==> config.mk <==
export PLATFORM = sky130hd
export DESIGN_NAME = swpt_ram
export DESIGN_NICKNAME = d
export VERILOG_FILES = /design/src/swpt_ram.sv
export SDC_FILE = /design/constraint.sdc
export NUM_CORES = 2
export LEC_CHECK = 0
export BUFFER_PORTS_ARGS = -buffer_cell sky130_fd_sc_hd__buf_2
export CAP_MARGIN = 5
export CORE_ASPECT_RATIO = 1.75
export CORE_MARGIN = 2
export CORE_UTILIZATION = 35
export CTS_CLUSTER_DIAMETER = 30
export DETAILED_ROUTE_END_ITERATION = 7
export GPL_TIMING_DRIVEN = 1
export SLEW_MARGIN = 20
export SYNTH_ARGS = -nofsm -noshare
export SYNTH_HDL_FRONTEND = slang
export SYNTH_SLANG_ARGS = --single-unit
==> constraint.sdc <==
create_clock -name clk_i -period 16 [get_ports clk_i]
set_clock_uncertainty 0.05 [all_clocks]
set_input_delay 2.4 -clock clk_i [delete_from_list [all_inputs] [get_ports clk_i]]
set_output_delay 2.4 -clock clk_i [all_outputs]
set_load 0.1 [all_outputs]
==> src/swpt_ram.sv <==
`default_nettype none
module swpt_ram #(
  parameter int unsigned WIDTH = 64,
  parameter int unsigned DEPTH = 64
) (
  input  wire logic                     clk_i,
  input  wire logic                     we_i,
  input  wire logic [$clog2(DEPTH)-1:0] waddr_i,
  input  wire logic [WIDTH-1:0]         wdata_i,
  input  wire logic                     re_i,
  input  wire logic [$clog2(DEPTH)-1:0] raddr_i,
  output logic      [WIDTH-1:0]         rdata_o
);

  logic [WIDTH-1:0] mem_q [DEPTH];

  always_ff @(posedge clk_i) begin
    if (we_i) begin
      mem_q[waddr_i] <= wdata_i;
    end
    if (re_i) begin
      rdata_o <= mem_q[raddr_i];
    end
  end

endmodule
`default_nettype wire

### Word-level counts from Yosys, hierarchy flattened

Memory sizes are Yosys's and may differ from the RTL's. A register that Yosys moved wholly into a read port is not among the register bits.
Index checks and enable logic that the tools add are counted.

* $add $sub $neg: 0
* multiply operators: 0
* div/mod/pow operators: 0
* $lt $le $gt $ge: 0
* equality and inequality tests: 0
* shifts and indexed selects: 0
* muxes and demuxes: 2
* bitwise gates (word level): 0
* reductions and logical operators: 0

Operators by type and width (number)
* 1-bit two-way mux: 2

* flip-flop bits (word level): 0
* bits in latches: 0
* RAM bits: 4096
* ROM bits: 0
* input bits: 79
* output and inout port bits: 64
* logic and storage cells: 3
* memories: 1

Memory list
* mem_q: words 64, bits a word 64, rd ports 1, clocked after memory_dff 1, write ports 1, line 15 `logic [WIDTH-1:0] mem_q [DEPTH];`

### Logic depth before layout (Yosys ltp)

* depth in word-level cells: 2
* gate-level depth with buffers: 9
* depth with buffers taken out: 5

### Worst setup path after synthesis

OpenSTA, ideal clock, no wires.

* path type: input port to flip-flop
* start point: input port waddr_i[3]
* end point: memory mem_q[48][0], enable pin
* library setup time: 0.564 ns
* arrival time: 7.272 ns
* data required time: 15.386 ns
* slack: 8.114 ns
* stages: 4
* path buffers: 1
* path through: clkbuf_1 -> nor2b_1 -> nand4b_1 -> nor3_1

RTL lines
* from (decl): line 8 `input wire logic [$clog2(DEPTH)-1:0] waddr_i,`
* to (decl): line 15

No word-level cell before the write port.

==> impl_metrics.env <==
export IMPL_maxSlewViolCount=0
export IMPL_reg2reg_setup_slack_ns=13.46
export IMPL_worstHoldPathType="reg -> reg"
export IMPL_port_buffers=142
export IMPL_maxCapViolations=0
export IMPL_clockPowerShare_pct=44.8
export IMPL_ys_async_sr_fraction_pct=0
export IMPL_num_nets_final=7116
export IMPL_drt_pass1_iter_count=5
export IMPL_yosys_top_cells_area="edfxtp_1, mux4_2, mux2i_1, a22oi_1, buf_2"
export IMPL_power_frac_seq_pct=50.5
export IMPL_row_count=325
export IMPL_ctsHtreeMaxLevel=5
export IMPL_pwr_share_comb_pct=4.7
export IMPL_synth_flop_cell="edfxtp_1"
export IMPL_cts_buffers_inserted=447
export IMPL_die_w_um=510
export IMPL_ios=143
export IMPL_place_gp_congestion=0.781
export IMPL_synth_top_area_share_pct=79.6
export IMPL_hold_violations=0
export IMPL_grt_pass1_vias=77700
export IMPL_vias=76600
export IMPL_wl_per_cell_um=34.6
export IMPL_max_slew_worst_pin_slew_ns=1.20
export IMPL_rr_endpoint="rdata_o[62]$_DFFE_PP_"
export IMPL_synth_most_common_cell="edfxtp_1"
export IMPL_die_area_um2=454000
export IMPL_totalWireLength_um=461000
export IMPL_clk_path_buf_depth=4
export IMPL_fin_crit_sh_pct=37.8
export IMPL_status="complete, no violations"
export IMPL_final_min_clock_period_ns=6.05
export IMPL_post_cts_resized=0
export IMPL_relSlewSlack_pct=20.2
export IMPL_setup_violations_final=0
export IMPL_total_power_uw=24000
export IMPL_grt_pass1_wl_um=632000
export IMPL_critPathLaunchType="primary input"
export IMPL_ys_seq_area_share_pct=79.6
export IMPL_fin_setup_tns_ns=0
export IMPL_synthCells=6598
export IMPL_worstReg2RegStart="mem_q[9][62]$_DFFE_PP_"
export IMPL_cts_tree="yes"
export IMPL_fmax_ghz=0.165
export IMPL_intPower_uw=18600
export IMPL_power_density_nw_per_um2=132
export IMPL_syn_area_um2=157000
export IMPL_arrival_ns=6.68
export IMPL_synth_edff_count=4160
export IMPL_start_util_pct=35.1
export IMPL_synth_distinct_cells=32
export IMPL_hold_buffers=0
export IMPL_avgSynthCellArea_um2=23.8
export IMPL_track_usage_pct=20.0
export IMPL_fillers=38400
export IMPL_clock_latency_ns=1.02
export IMPL_ys_warn_count=0
export IMPL_rr_worst_depth=5
export IMPL_min_path_cells=4
export IMPL_cts_setup_buffers=0
export IMPL_cts_sinks=4160
export IMPL_area_delta_synth_final_pct=15.6
export IMPL_synth_common_cells="edfxtp_1, mux4_2, buf_2"
export IMPL_cts_root_buf="clkbuf_16"
export IMPL_yosysTopAreaCell="edfxtp_1"
export IMPL_path_clk_slew_ns=0.07
export IMPL_p_switching_uw=5460
export IMPL_worstPathMaxFanout=96
export IMPL_core_area_um2=447000
export IMPL_die_y_um=890
export IMPL_drt_iter0_drc=9435
export IMPL_antenna_found_initial=61
export IMPL_gr_total_overflow=0
export IMPL_place_hpwl_um=255000
export IMPL_grt_start_max_net_pins=113
export IMPL_drc_errors=0
export IMPL_synth_nets=6677
export IMPL_viasPerCell=5.75
export IMPL_rsz0062_at_grt="false"
export IMPL_p_leak_uw=0.0560
export IMPL_ir_drop_mv=0.102
export IMPL_drive_above_1_share_pct=30.5
export IMPL_crit_type="in -> reg"
export IMPL_ys_seq_elements=4160
export IMPL_cp_end_kind="flop"
export IMPL_postRouteAntennaNets=0
export IMPL_swShare_pct=22.7
export IMPL_crit_required_ns=16.63
export IMPL_min_delay_start="mem_q[38][34]$_DFFE_PP_"
export IMPL_holdPathEnd="rdata_o[34]$_DFFE_PP_"
[power groups by stage]
stage | clock network (uW) | registers (uW) | logic [uW]
final | 10800 | 12100 | 1130
after global routing | 11300 | 12100 | 1180
after CTS | 10900 | 12100 | 1130
after detailed placement | 0 | 12400 | 1130
after global placement | 0 | 12400 | 1110
after floorplan | 0 | 12500 | 562
[layer usage]
metal  part of all wire (%)  global-route usage, %
met1                     36                   24.1
met2                     53                   35.8
met3                    7.3                   2.87
met4                    4.5                   8.26
met5                  0.018                      0
[worst max-delay path by stage]
| stage | startpoint | end | slack [ns] | cells after the start |
|---|---|---|---|---|
| floorplan | waddr_i[3] | mem_q[48][0]$_DFFE_PP_ | 8.11 | 4 |
| global placement | raddr_i[0] | rdata_o[39]$_DFFE_PP_ | 8.68 | 9 |
| detailed placement | raddr_i[0] | rdata_o[39]$_DFFE_PP_ | 8.64 | 9 |
| CTS | raddr_i[0] | rdata_o[39]$_DFFE_PP_ | 9.68 | 9 |
| global route | raddr_i[0] | rdata_o[39]$_DFFE_PP_ | 9.50 | 10 |
| finish | raddr_i[0] | rdata_o[53]$_DFFE_PP_ | 9.95 | 10 |
[logic make-up after synthesis]
family / count (synthesis) / synth area share [%]
flops: 4160 / 79.6
mux: 1159 / 15.6
compound gates: 504 / 2.47
buf+inv: 389 / 1.18
simple gates: 386 / 1.23
[cell usage in the layout (no fill, tap or decap), types with 64 or more instances in the layout]
master / Yosys / routed
edfxtp_1: 4160 / 4160
and3_1: 64 / 64
a22o_1: 88 / 88
buf_2: 170 / 111
a22oi_1: 168 / 168
mux2i_1: 135 / 135
o22ai_1: 83 / 83
nor2_4: 0 / 65
mux4_2: 1024 / 1024
clkbuf_16: 0 / 451
buf_4: 34 / 225
[through the flow]
step           setup slack (ns)  instances  hold slack, ns  utilization (%)  instance area [um^2]
6_report                   9.95      13300           0.848             40.6                181000
5_1_grt                    9.50      13300           0.903             40.6                181000
4_1_cts                    9.68      13300           0.856             40.6                181000
3_5_place_dp               8.64      12500           0.855             37.1                166000
3_3_place_gp               8.68      12500           0.847             37.1                166000
2_1_floorplan              8.11       6598           0.815                -                157000
[worst max-delay path: stages]
cell and delay, ns:
buf_12 0.36, buf_12 0.64, buf_12 0.40, buf_16 0.41, buf_6 0.67, mux4_2 0.58
mux2i_1 0.16, o22ai_1 0.14, a41oi_1 0.34, a211oi_1 0.08
[sequential cells by signal, summed over array words and instances, names as in the netlist]
name / flops
mem_q: 4096
rdata_o: 64
[area by class of cell]
cell class	instances	area, um^2	area share, %
Timing Repair Buffer	360	2720	1.50
Clock inverter	359	4200	2.32
Tap cell	5886	7360	4.06
Multi-Input combinational cell	2049	30800	17.0
Clock buffer	476	11400	6.27
Inverter	19	71.3	0.0393
Sequential cell	4160	125000	68.8
Antenna cell	18	45.0	0.0248
Note: power is estimated with default switching activity, not from simulation.
